### src/rtl/core/hnd_pkg.sv
`default_nettype none

package hnd_pkg;

	// Field widths
	localparam int unsigned XW = 10;
	localparam int unsigned WW = 20;
	localparam int unsigned DW = 10;
	localparam int unsigned YW = 23;

	// Lanes that have an input field on the stream
	localparam int unsigned X_FIELDS = 8;
	localparam int unsigned NUM_INPUTS_DEF = 8;

	localparam int unsigned TDATA_IN_W = 80;
	localparam int unsigned TDATA_OUT_W = 24;

	localparam logic [WW-1:0] W_MAX = 20'd1048575;
	localparam logic [YW-1:0] Y_MAX = 23'd8388607;
	localparam logic [WW-1:0] W_RESET = 20'd1000;

	// Division by 1000 is done as a shift right by 3 and then a multiply by
	// ceil(2^38/125); the result is exact for dividends below 2^34.
	localparam int unsigned DIV_PRE = 3;
	localparam int unsigned RECIP_SH = 38;
	localparam logic [31:0] RECIP_M = 32'd2199023256;

	// Width of one lane quotient x*w/1000
	localparam int unsigned QW = 21;

	// Configuration register indexes
	localparam logic [1:0] REG_INIT_WEIGHT = 2'd0;
	localparam logic [1:0] REG_LOW_THRESHOLD = 2'd1;
	localparam logic [1:0] REG_DECAY_LOW = 2'd2;
	localparam logic [1:0] REG_DECAY_HIGH = 2'd3;

	localparam logic [0:0] KIND_LEARN = 1'b0;

	typedef struct packed {
		logic [WW-1:0] init_weight;
		logic [WW-1:0] low_weight_threshold;
		logic [DW-1:0] decay_low;
		logic [DW-1:0] decay_high;
	} cfg_t;

	typedef struct packed {
		logic wr_en;
		logic reinit;
	} lane_ctrl_t;

	typedef struct packed {
		logic [QW-1:0] quo;
		logic          sat;
	} lane_res_t;

	typedef enum logic [1:0] {
		ST_IDLE,
		ST_CALC,
		ST_WRITE
	} state_t;

	localparam logic [2:0] CALC_LAST = 3'd4;

endpackage

`default_nettype wire

### src/rtl/core/hnd_merge.sv
`default_nettype none

module hnd_merge
	import hnd_pkg::*;
#(
	parameter int unsigned NUM_INPUTS = NUM_INPUTS_DEF
) (
	input  wire logic      clk,
	input  lane_res_t      res [NUM_INPUTS],
	output logic [YW-1:0]  y,
	output logic           sat_any
);

	localparam int unsigned SW = QW + $clog2(NUM_INPUTS);

	logic [SW-1:0] sum;
	logic [YW-1:0] y_s3;

	always_comb begin
		sum = '0;
		sat_any = 1'b0;
		for (int i = 0; i < NUM_INPUTS; i++) begin
			sum = sum + SW'(res[i].quo);
			sat_any = sat_any | res[i].sat;
		end
	end

	always_ff @(posedge clk) begin
		y_s3 <= (sum > SW'(Y_MAX)) ? Y_MAX : sum[YW-1:0];
	end

	assign y = y_s3;

endmodule

`default_nettype wire
### config.mk
export PLATFORM = sky130hd
export DESIGN_NAME = hnd_merge
export DESIGN_NICKNAME = d
export VERILOG_FILES = /design/src/rtl/core/hnd_pkg.sv /design/src/rtl/core/hnd_merge.sv
export SDC_FILE = /design/constraint.sdc
export NUM_CORES = 1
export LEC_CHECK = 0
export CAP_MARGIN = 25
export CORE_MARGIN = 3
export CORE_UTILIZATION = 50
export DETAILED_ROUTE_END_ITERATION = 8
export DONT_BUFFER_PORTS = 1
export SLEW_MARGIN = 20
export SYNTH_ARGS = -nofsm -noshare
export SYNTH_HDL_FRONTEND = slang
export SYNTH_SLANG_ARGS = --single-unit
### constraint.sdc
create_clock -name clk -period 13.4 [get_ports clk]
set_clock_uncertainty 0.15 [all_clocks]
set_input_delay 0.67 -clock clk [delete_from_list [all_inputs] [get_ports clk]]
set_output_delay 0.67 -clock clk [all_outputs]
set_load 0.005 [all_outputs]
* Yosys cells after proc, flatten, opt, wreduce, memory -nomap -nowiden
Index checks and enable logic that the tools add are counted.
W data, S select, Z words.
** Word-level totals
- Register bits :: 23
- Output and inout port bits :: 24
- Logic and storage cells :: 16
** Cells by class
- Add/subtract/negate cells :: 7
- Order comparisons :: 1
- Bitwise operators :: 7
** Operators by type and width (number)
- $add A24 B21 Y24 :: 4
- $add A23 B21 Y24 :: 1
- $gt A24 B23 Y1 const B :: 1
- $add A22 B21 Y23 :: 1
- $add A21 B21 Y22 :: 1
- $or A1 B1 Y1 :: 7

* Longest topological paths before layout
- Word-level depth :: 8
- Depth in mapped cells :: 17
- Depth with buffers taken out :: 17

* Worst setup path after synthesis
No wires, ideal clock.
- Path kind :: input -> register
- Start point :: input port res[3] (netlist bit)
- End point :: register y_s3[16] (netlist: y[16])
- Setup time :: 0.118 ns
- Data arrival time :: 4.568 ns
- Data required time :: 13.132 ns
- Path slack :: 8.564 ns
- Stages :: 17
- Path through :: inv_1 -> fa_1 -> inv_1 -> fa_1 -> fa_1 -> inv_1 -> fa_1 -> inv_1 -> ha_1 -> inv_1 -> fa_1 -> nor2b_4 -> o31a_1 -> a21oi_2 -> o221ai_2 -> mux2i_1 -> o21ai_2
** On the way
- Longest elaborated chain between the ends :: 2
** RTL lines
- start: declaration :: RTL line hnd_merge.sv:9 : input lane_res_t res [NUM_INPUTS],
- $add A24 B21 Y24 * :: RTL line hnd_merge.sv:23 : sum = sum + SW'(res[i].quo);
- $gt A24 B23 Y1 :: RTL line hnd_merge.sv:29 : y_s3 <= (sum > SW'(Y_MAX)) ? Y_MAX : sum[YW-1:0];
- end signal: assignment :: RTL line hnd_merge.sv:29
- end: declaration :: RTL line hnd_merge.sv:17 : logic [YW-1:0] y_s3;
Every way passes the cells marked *; elsewhere a longest branch is shown, timed or not.
A chain may end at the register's enable or synchronous reset.

* Worst setup path in the final report
- Start point :: input port res[9] (netlist bit)
- End point :: register y_s3[13] (netlist: y[13])
The elaborated chain is that of the path after synthesis.

==> run_results.csv <==
group,metric,value,unit
setup_path,crit_type,"primary input to register",
synthesis,synth_area_leaders,"fa_1 47%, inv_1 20%, dfxtp_1 8.6%",
placement,port_buffers,0,
outcome,status,"finished, final reports clean",
timing,rsz0062_at_grt,"false",
floorplan,dieWidth,109,um
synthesis,yosysUniqueCellTypes,53,
grt,track_usage,15.4,%
synthesis,yosysTopAreaCell,"fa_1",
placement,place_congestion,0.816,
clocking,root_buffer,"clkbuf_8",
synthesis,synth_fp_nets,937,
setup_path,start_kind,"primary input",
synthesis,synthesis.area,5350,um2
route,drt_iter0_markers,116,
layout,finalNetCount,934,
power,leakage,3.18,nW
grt,globalRouteOverflowTotal,0,
grt,grt_pass1_wl,15.3,mm
power,power.density,292,nW/um2
power,ir_drop,0.119,mV
layout,num_antenna_cells,0,
grt,grt_pass1_vias,3705,
route,wirelength,9.07,mm
synthesis,yosysWarnings,0,
placement,dp.cells,739,
floorplan,ios,201,
clocking,htree_levels,1,
clocking,cts_resized,0,
route,viasPerCell,4.74,
floorplan,initial_core_util,51.6,%
placement,pre_cts_ws,8.20,ns
layout,seq_area,460,um2
layout,finalNonFillerCells,743,
timing,tightest_slew,0.569,ns
timing,hold_violations,0,
route,ant_nets,0,
synthesis,avgSynthCellArea,8.76,um2
clocking,numCtsBuffers,3,
timing,fmax,204,MHz
timing,setup_viol,0,
grt,grt_antenna_before_repair,0,
setup_path,arrival,4.89,ns
route,drc,0,
timing,final_max_slew_viol_count,0,
layout,syn_to_final_growth,2.97,%
synthesis,synth_top_area_share,46.8,%
layout,fillers,1025,
synthesis,synth_enable_flop_cells,0,
synthesis,syn_inst,611,
clocking,cts.path.max_buffers,2,
worst_hold_path,min_path_type,"primary input to register",
layout,final_cell_mix,"279 x inv_1, 125 x fa_1, 27 x nand2_1",
layout,multi_input_area,3790,um2
route,num_vias,3524,
job,cap_violations,0,
layout,final_common_cell,"inv_1",
floorplan,die_height,109,um
synthesis,synth-seq-cells,23,
timing,holdWs,0.600,ns
clocking,hold_buffers,0,
setup_path,crit_path_end_kind,"register",
setup_path,cp.required,13.38,ns
synthesis,synthArstFlopShare,0,%
setup_path,worstPathMaxFanout,22,
synthesis,ys.flop_type,"dfxtp_1",
floorplan,core_area,10400,um2
route,wire_per_inst,12.2,um
floorplan,dieArea,12000,um2
timing,setup-tns-final,0,ns
timing,min_period,4.91,ns
clocking,post_cts_buffers,0,
synthesis,seq_area_frac_synth,8.60,%
grt,grt_max_degree,23,
clocking,cts_sinks,23,
placement,dp_hpwl,8.59,mm
floorplan,rows,37,
layout,final_layout_size_suffix_gt1_share,3.46,%
route,drtPass1Iterations,4,
layout,largest_reg_flops,23,
clocking,clkSlewWorstSetupHoldPaths,0.09,ns
clocking,cts_tree,"yes",
timing,fin_crit_sh,36.6,%
timing,fin_ws,8.49,ns
timing,relSlewSlack,61.1,%
[critical path, stage by stage]
cell      delay [ns]
inv_1           0.03
fa_1            0.53
inv_1           0.05
fa_1            0.50
fa_1            0.54
inv_1           0.05
fa_1            0.53
inv_1           0.04
ha_1            0.34
a21o_1          0.23
a31oi_1         0.22
o221ai_1        0.19
o21ai_1         0.25
o21ba_2         0.55
o31ai_1         0.16
[Yosys cell counts (2+ instances only)]
| cell type | count |
|---|---|
| ha_1 | 24 |
| fa_1 | 125 |
| o31ai_1 | 2 |
| nand2b_1 | 3 |
| a21oi_1 | 17 |
| buf_6 | 3 |
| o31a_1 | 4 |
| o21ai_1 | 5 |
| nor4_1 | 3 |
| nor3_1 | 4 |
| o21a_1 | 3 |
| o21ai_2 | 7 |
| nand4_1 | 2 |
| inv_1 | 279 |
| and2_1 | 2 |
| a211oi_1 | 2 |
| nand3_1 | 8 |
| mux2i_1 | 3 |
| buf_2 | 4 |
| dfxtp_1 | 23 |
| xnor2_1 | 6 |
| a21o_1 | 8 |
| nand2_1 | 27 |
| o21ai_0 | 4 |
| nor2_1 | 10 |
| xor2_1 | 3 |
| o21bai_1 | 3 |
| o211a_1 | 2 |
[layer usage]
metal  GRT usage, %  part of all wire (%)  vias to the layer above
li1               -                     -                     1700
met1           20.6                    43                     1687
met2           27.1                    50                      129
met3           1.76                   6.4                        8
met4           3.29                   1.2                        0
met5              0                     0                        -
[cell families after synthesis]
| logic type | share of synthesized area, % |
|---|---|
| buffers and inverters | 20.6 |
| adders and majority gates | 52.4 |
| and+or+nand+nor | 6.87 |
| AOI/OAI and AO/OA | 9.26 |
| DFF | 8.60 |
| xor gates and xnor gates | 1.47 |
| muxes | 0.772 |
[per-stage QoR]
stage	power, mW	util [%]	instance area, um2
2_1_floorplan	1.32	-	5350
3_3_place_gp	1.55	52.7	5460
3_5_place_dp	1.57	52.7	5460
4_1_cts	1.63	53.1	5510
5_1_grt	1.82	53.1	5510
6_report	1.61	53.1	5510
[where the power goes]
group | total, mW | internal (mW) | switching [mW]
sequential | 0.136 | 0.116 | 0.0204
combinational | 1.43 | 0.594 | 0.836
clock | 0.0439 | 0.0208 | 0.0231
total | 1.61 | 0.730 | 0.879
[cell type report]
| cell class | instances | share of cell area (%) |
|---|---|---|
| clock buffers | 3 | 0.749 |
| clock inverters | 1 | 0.0908 |
| inverters | 279 | 19.0 |
| multi-input cells | 301 | 68.7 |
| flip-flops and latches | 23 | 8.36 |
| well taps | 136 | 3.09 |
[final timing paths]
path	startpoint	depth (start not counted)	endpoint
worst max-delay path	res[9]	15	y[13]
worst min-delay path	res[155]	3	y[0]
Note: power is estimated with default switching activity, not from simulation.
