File: config.mk
export PLATFORM = sky130hd
export DESIGN_NAME = hnd_lane
export DESIGN_NICKNAME = d
export VERILOG_FILES = /design/src/rtl/core/hnd_pkg.sv /design/src/rtl/core/hnd_lane.sv
export SDC_FILE = /design/constraint.sdc
export NUM_CORES = 2
export LEC_CHECK = 0
export BUFFER_PORTS_ARGS = -buffer_cell sky130_fd_sc_hd__buf_2
export CORE_MARGIN = 2
export CORE_UTILIZATION = 51
export CTS_CLUSTER_DIAMETER = 60
export CTS_CLUSTER_SIZE = 24
export DETAILED_ROUTE_END_ITERATION = 8
export MAX_ROUTING_LAYER = met4
export PLACE_DENSITY = 0.77
export SYNTH_ARGS = -nofsm -noshare
export SYNTH_HDL_FRONTEND = slang
export SYNTH_SLANG_ARGS = --single-unit
File: constraint.sdc
create_clock -name clk -period 8.3 [get_ports clk]
set_input_delay 1.245 -clock clk [delete_from_list [all_inputs] [get_ports clk]]
set_output_delay 1.245 -clock clk [all_outputs]
set_load 0.01 [all_outputs]
File: src/rtl/core/hnd_pkg.sv
`default_nettype none

package hnd_pkg;

	// Field widths
	localparam int unsigned XW = 10;
	localparam int unsigned WW = 20;
	localparam int unsigned DW = 10;
	localparam int unsigned YW = 23;

	// Lanes that have an input field on the stream
	localparam int unsigned X_FIELDS = 8;
	localparam int unsigned NUM_INPUTS_DEF = 8;

	localparam int unsigned TDATA_IN_W = 80;
	localparam int unsigned TDATA_OUT_W = 24;

	localparam logic [WW-1:0] W_MAX = 20'd1048575;
	localparam logic [YW-1:0] Y_MAX = 23'd8388607;
	localparam logic [WW-1:0] W_RESET = 20'd1000;

	// Division by 1000 is done as a shift right by 3 and then a multiply by
	// ceil(2^38/125); the result is exact for dividends below 2^34.
	localparam int unsigned DIV_PRE = 3;
	localparam int unsigned RECIP_SH = 38;
	localparam logic [31:0] RECIP_M = 32'd2199023256;

	// Width of one lane quotient x*w/1000
	localparam int unsigned QW = 21;

	// Configuration register indexes
	localparam logic [1:0] REG_INIT_WEIGHT = 2'd0;
	localparam logic [1:0] REG_LOW_THRESHOLD = 2'd1;
	localparam logic [1:0] REG_DECAY_LOW = 2'd2;
	localparam logic [1:0] REG_DECAY_HIGH = 2'd3;

	localparam logic [0:0] KIND_LEARN = 1'b0;

	typedef struct packed {
		logic [WW-1:0] init_weight;
		logic [WW-1:0] low_weight_threshold;
		logic [DW-1:0] decay_low;
		logic [DW-1:0] decay_high;
	} cfg_t;

	typedef struct packed {
		logic wr_en;
		logic reinit;
	} lane_ctrl_t;

	typedef struct packed {
		logic [QW-1:0] quo;
		logic          sat;
	} lane_res_t;

	typedef enum logic [1:0] {
		ST_IDLE,
		ST_CALC,
		ST_WRITE
	} state_t;

	localparam logic [2:0] CALC_LAST = 3'd4;

endpackage

`default_nettype wire

File: src/rtl/core/hnd_lane.sv
`default_nettype none

module hnd_lane
	import hnd_pkg::*;
(
	input  wire logic       clk,
	input  wire logic       arst_n,
	input  wire logic [XW-1:0] x,
	input  wire logic [YW-1:0] y,
	input  cfg_t            cfg,
	input  lane_ctrl_t      ctrl,
	output lane_res_t       res
);

	logic [WW-1:0] w_q;
	logic [2*WW-11:0] prod_s1;
	logic [WW+DW-1:0] wd_s1;
	logic [58:0] recip_s2;
	logic [33:0] upd_s4;
	logic [62:0] recip2_s5;
	logic [DW-1:0] decay;
	logic [24:0] nw;
	logic [WW-1:0] nw_clamped;
	logic nw_sat;

	assign decay = (w_q < cfg.low_weight_threshold) ? cfg.decay_low : cfg.decay_high;

	// The registers below run every cycle; the sequencer holds x and the
	// weight steady, so each stage settles to the value of the current word.
	always_ff @(posedge clk) begin
		prod_s1   <= 30'(x) * 30'(w_q);
		wd_s1     <= 30'(w_q) * 30'(decay);
		recip_s2  <= 59'(prod_s1[29:DIV_PRE]) * 59'(RECIP_M);
		upd_s4    <= 34'(wd_s1) + 34'(x) * 34'(y);
		recip2_s5 <= 63'(upd_s4[33:DIV_PRE]) * 63'(RECIP_M);
	end

	assign nw = recip2_s5[62:RECIP_SH];
	assign nw_sat = (nw > 25'(W_MAX));
	assign nw_clamped = nw_sat ? W_MAX : nw[WW-1:0];

	always_ff @(posedge clk or negedge arst_n) begin
		if (!arst_n) begin
			w_q <= W_RESET;
		end else if (ctrl.reinit) begin
			w_q <= cfg.init_weight;
		end else if (ctrl.wr_en) begin
			w_q <= nw_clamped;
		end
	end

	assign res.quo = recip_s2[58:RECIP_SH];
	assign res.sat = nw_sat;

endmodule

`default_nettype wire

Word-level counts from Yosys, hierarchy flattened
Index checks and enable logic that the tools add are counted.
{"block": "totals", "register_bits": 230, "latch_bits": 0, "ramBits": 0, "romBits": 0, "out_inout_bits": 22, "word_cells": 19, "mem_count": 0}
{"block": "classes", "addsub": 1, "n_mul": 5, "div_mod_pow": 0, "order_cmp": 2, "n_eq_ne": 0, "shifts": 0, "mux": 4, "bitwise": 0, "reduce_logical": 1}
{"cell": "$mul 31x29->60 const B", "n": 1}
{"cell": "$mux 20", "n": 3}
{"cell": "$mul 27x29->56 const B", "n": 1}
{"cell": "$add 30x33->34", "n": 1}
{"cell": "$mul 10x23->33", "n": 1}
{"cell": "$mul 10x20->30", "n": 1}
{"cell": "$mul 20x10->30", "n": 1}
{"cell": "$gt 25x20->1 const B", "n": 1}
{"cell": "$lt 20x20->1", "n": 1}
{"cell": "$mux 10", "n": 1}
{"cell": "$reduce_bool 2->1", "n": 1}

Logic depth before layout (Yosys ltp)
{"block": "logic_depth", "depth_word": 4, "ltp_mapped": 35}

Worst setup path after synthesis
Ideal clock, no wire load.
{"block": "synth_timing", "path_kind": "in2reg", "start": "in cfg[21] in the netlist's numbering", "end": "reg wd_s1[26]", "setup_ns": 0.122, "t_arrival_ns": 8.129, "required_ns": 8.178, "setup_slack_ns": 0.049, "path_stages": 32, "n_path_buf": 2, "path_cell_list": "inv_1 -> ha_1 -> a21o_1 -> a21o_1 -> a21o_1 -> a21o_1 -> a21o_1 -> a21o_1 -> a21oi_1 -> o31a_1 -> buf_2 -> buf_4 -> mux2_1 -> fa_1 -> inv_1 -> fa_1 -> fa_1 -> fa_1 -> inv_1 -> fa_1 -> inv_1 -> ha_1 -> a21o_1 -> a21oi_1 -> nand2_1 -> a31oi_1 -> o21ai_1 -> o211ai_1 -> o21ai_1 -> a221oi_1 -> nor3_1 -> a311o_1"}
{"block": "synth_via", "elab_chain_len": 3}
{"item": "start: declaration", "line_no": "hnd_lane.sv:10", "rtl": "input cfg_t cfg,"}
{"item": "$lt 20x20->1", "line_no": "hnd_lane.sv:26", "rtl": "assign decay = (w_q < cfg.low_weight_threshold) ? cfg.decay_low : cfg.decay_high;"}
{"item": "$mux 10", "line_no": "hnd_lane.sv:26"}
{"item": "$mul 20x10->30", "line_no": "hnd_lane.sv:32", "rtl": "wd_s1 <= 30'(w_q) * 30'(decay);"}
{"item": "end signal: assignment", "line_no": "hnd_lane.sv:32"}
{"item": "end: declaration", "line_no": "hnd_lane.sv:17", "rtl": "logic [WW+DW-1:0] wd_s1;"}
Every way passes these cells.
A chain may end at the register's enable or synchronous reset.

Final worst setup path
{"block": "layout_timing", "start": "in cfg[33] in the netlist's numbering", "end": "reg wd_s1[26]"}
The elaborated chain is that of the path after synthesis.

==> qor.txt <==
================================================================================
Critical hold path startpoint ..................................... recip2_s5[46]$_DFF_P_
Clock-pin slew on the worst setup and hold paths ..................      0.08 ns
Die H .............................................................       321 µm
Length in cells of the worst reg-to-reg path ......................           21
Worst min-delay path class ........................................   reg -> reg
Clk sinks .........................................................          154
Peak clock frequency supported by timing ..........................      126 MHz
Length of the first detailed-routing pass in iterations ...........            6
Net count of the mapped netlist ...................................        7,455
Startpoint Class .................................................. primary input
Post-Place Cells ..................................................        6,812
Unique masters post-synth .........................................           71
Clock period minus worst slack ....................................      7.93 ns
YS warnings .......................................................            0
GPL Wtd Cong ......................................................        0.963
Avg Synthesized Cell Area .........................................     9.37 µm²
CTS tree ..........................................................         done
Measured slew at the worst slew-check pin .........................     0.897 ns
Largest incremental delay on the critical path ....................      0.53 ns
Wire length of the first global-routing pass ......................   208,000 µm
Worst clock skew ..................................................    0.0276 ns
Per-cell routed wire length .......................................      18.3 µm
Filler instances ..................................................        8,666
Final worst hold slack ............................................     0.577 ns
Cell Count, Final, Fillers Out ....................................        6,863
Count of H-tree levels built during CTS ...........................            4
Num CTS Buffers ...................................................           17
Number of DRC violations after detailed routing ...................            0
Sequential cell area fraction in the yosys report .................        6.22%
Netlist area before placement .....................................   0.0513 mm²
Maximum buffer depth of the clock tree ............................            2
Maximum fanout encountered on the critical timing path ............           18
Top FF cell, synth ................................................ sky130_fd_sc_hd__dfxtp_1
Number of antenna violations at the first check in global routing .           18
Pin count of the biggest net entering global routing ..............           44
Arrival time reported for the critical path endpoint ..............      8.31 ns
Async set-or-reset flop fraction in the synthesized netlist .......        13.0%
Count of buffers added by post-CTS timing repair for setup ........            0
Number of pins exceeding their max-slew limit in the final report .            0
Number of maximum-capacitance constraint violations ...............            0
Post-detail-place hpwl ............................................   106,000 µm
Number of I/O port buffers ........................................          118
Most prevalent standard cell on the critical path ................. sky130_fd_sc_hd__fa_1
Total gr overflow .................................................            0
Cell depth of the worst min-delay path ............................            4
Effective utilization at floorplan ................................        51.4%
Status ............................................................    completed
Insertion delay to the later sink of the worst-skew pair ..........      0.52 ns
Clock root buffer master .......................................... sky130_fd_sc_hd__clkbuf_16
Multi-input combinational cell area ...............................   0.0424 mm²
Number of primary I/O pins ........................................          119
Most common cell after layout, fill and taps aside ................ sky130_fd_sc_hd__inv_1
Gate count of the mapped netlist ..................................        5,476
Worst endpoint required time ......................................      8.68 ns
Area growth syn-to-layout .........................................        6.15%
Std-Cell Rows .....................................................          116
Routed vias/inst ..................................................         5.40
Terminating pin of the worst hold path ............................ w_q[8]$_DFFE_PN1P_
Worst r2r dst ..................................................... recip2_s5[61]$_DFF_P_
Endpoint type of the worst setup path .............................         flop
Placeable core area ...............................................   0.0999 mm²
Global-route usage over all layers ................................        26.3%
Total routed wirelength ...........................................   126,000 µm
Register area .....................................................  0.00319 mm²
Post-DRT Antenna Nets .............................................            0
Kind of critical path .............................................    in -> reg
Die outline area ..................................................    0.103 mm²
Via count of the routed design ....................................       37,000
1st-iter DRT viols ................................................        2,470
Die W .............................................................       321 µm
Startpoint of the lowest-slack register-to-register path .......... upd_s4[17]$_DFF_P_
Finish-stage setup viols ..........................................            0
Final Hold Vio Count ..............................................            0
Most frequent cells in the layout ................................. sky130_fd_sc_hd__inv_1 (1,300), sky130_fd_sc_hd__fa_1 (1,009), sky130_fd_sc_hd__ha_1 (873)
Number of enable flip-flop cells after synthesis ..................            0
Worst reg-to-reg setup slack ......................................      0.55 ns
Number of nets in the finished design .............................        7,514
Share of layout cells above drive strength 1 ......................        5.64%
Remaining max-slew budget at the tightest pin .....................        39.6%
Master of the slowest instance on the critical path ............... sky130_fd_sc_hd__fa_1
Share of the cycle needed by the critical path after routing ......        95.6%
Count of state elements after synthesis ...........................          154
Number of global-route vias before repair .........................       40,200
================================================================================
sequential cells by signal, indices dropped and copies added, names as in the netlist:
register	flops
prod_s1	27
recip2_s5	25
recip_s2	21
upd_s4	31
w_q	20
wd_s1	30
per-layer routing:
metal	wire length [µm]	track usage (%)	vias up
li1	-	-	16900
met5	0	-	-
met4	3310	7.28	0
met2	59100	41.8	1257
met1	53000	34.5	18600
met3	10300	4.83	247
worst max-delay path by stage:
stage	start	end	slack [ns]	cells past startpoint
finish	cfg[33]	wd_s1[26]$_DFF_P_	0.37	34
global route	cfg[33]	wd_s1[26]$_DFF_P_	-0.02	34
CTS	cfg[33]	wd_s1[26]$_DFF_P_	0.33	33
detailed placement	cfg[33]	wd_s1[26]$_DFF_P_	-0.21	33
global placement	cfg[33]	wd_s1[27]$_DFF_P_	-0.07	37
floorplan	cfg[21]	wd_s1[26]$_DFF_P_	0.05	32
logic make-up (layout without fill, tap and decap cells):
family / after synthesis / after routing / share of synthesized area [%]
buffers and inverters: 1505 / 1577 / 11.1
xor gates and xnor gates: 109 / 109 / 1.86
AOI/OAI and AO/OA: 426 / 426 / 5.50
and+or+nand+nor: 1197 / 1197 / 10.4
other: 0 / 17 / 0
adders and majority gates: 1882 / 1882 / 60.7
DFF: 154 / 154 / 6.22
muxes: 203 / 203 / 4.21
final cells by class:
cell class	instances	share of cell area, %
inverter	1301	8.96
clock buffer	17	0.781
timing repair buffer	244	3.05
antenna	17	0.0781
sequential	154	5.86
tap	1298	2.98
multi-input combinational	3817	77.9
clock inverter	15	0.356
synthesized netlist by cell type (23+ instances only):
master	n	area [µm²]
sky130_fd_sc_hd__inv_1	1300	4880
sky130_fd_sc_hd__fa_1	1009	20200
sky130_fd_sc_hd__ha_1	873	10900
sky130_fd_sc_hd__nand2_1	739	2770
sky130_fd_sc_hd__and2_1	196	1230
sky130_fd_sc_hd__clkbuf_1	169	634
sky130_fd_sc_hd__dfxtp_1	134	2680
sky130_fd_sc_hd__a21oi_1	109	546
sky130_fd_sc_hd__mux2_1	102	1150
sky130_fd_sc_hd__mux2i_1	101	1010
sky130_fd_sc_hd__nor2_1	100	375
sky130_fd_sc_hd__o21ai_0	89	445
sky130_fd_sc_hd__xnor2_1	89	780
sky130_fd_sc_hd__a21o_1	86	646
sky130_fd_sc_hd__nand3_1	29	145
sky130_fd_sc_hd__nand2b_1	23	144
sky130_fd_sc_hd__nor2b_1	23	144
sky130_fd_sc_hd__nor3_1	23	115
worst max-delay path: cells and delay by family:
kind | cells | cell delay, ns
AO/OA/AOI/OAI | 15 | 2.71
adder cells (fa/ha/maj) | 7 | 2.94
buffers and inverters | 7 | 0.65
multiplexers | 1 | 0.36
AND/OR/NAND/NOR | 4 | 0.37
repair_timing:
item,CTS,global route
resized for setup,0,13
setup endpoints to repair,0,5
hold buffers,0,0
stage by stage:
| step | worst slack [ns] | setup TNS, ns | area [µm²] | util [%] |
|---|---|---|---|---|
| 2_1_floorplan | 0.0491 | 0 | 51300 | - |
| 3_3_place_gp | -0.0673 | -0.187 | 53700 | 53.8 |
| 3_5_place_dp | -0.211 | -0.842 | 53700 | 53.8 |
| 4_1_cts | 0.327 | 0 | 54300 | 54.4 |
| 5_1_grt | -0.0220 | -0.0404 | 54500 | 54.5 |
| 6_report | 0.366 | 0 | 54500 | 54.6 |
Power is left out: the tool's default activity adds up to more than one toggle a clock period on the data nets, which glitch-free logic cannot reach.
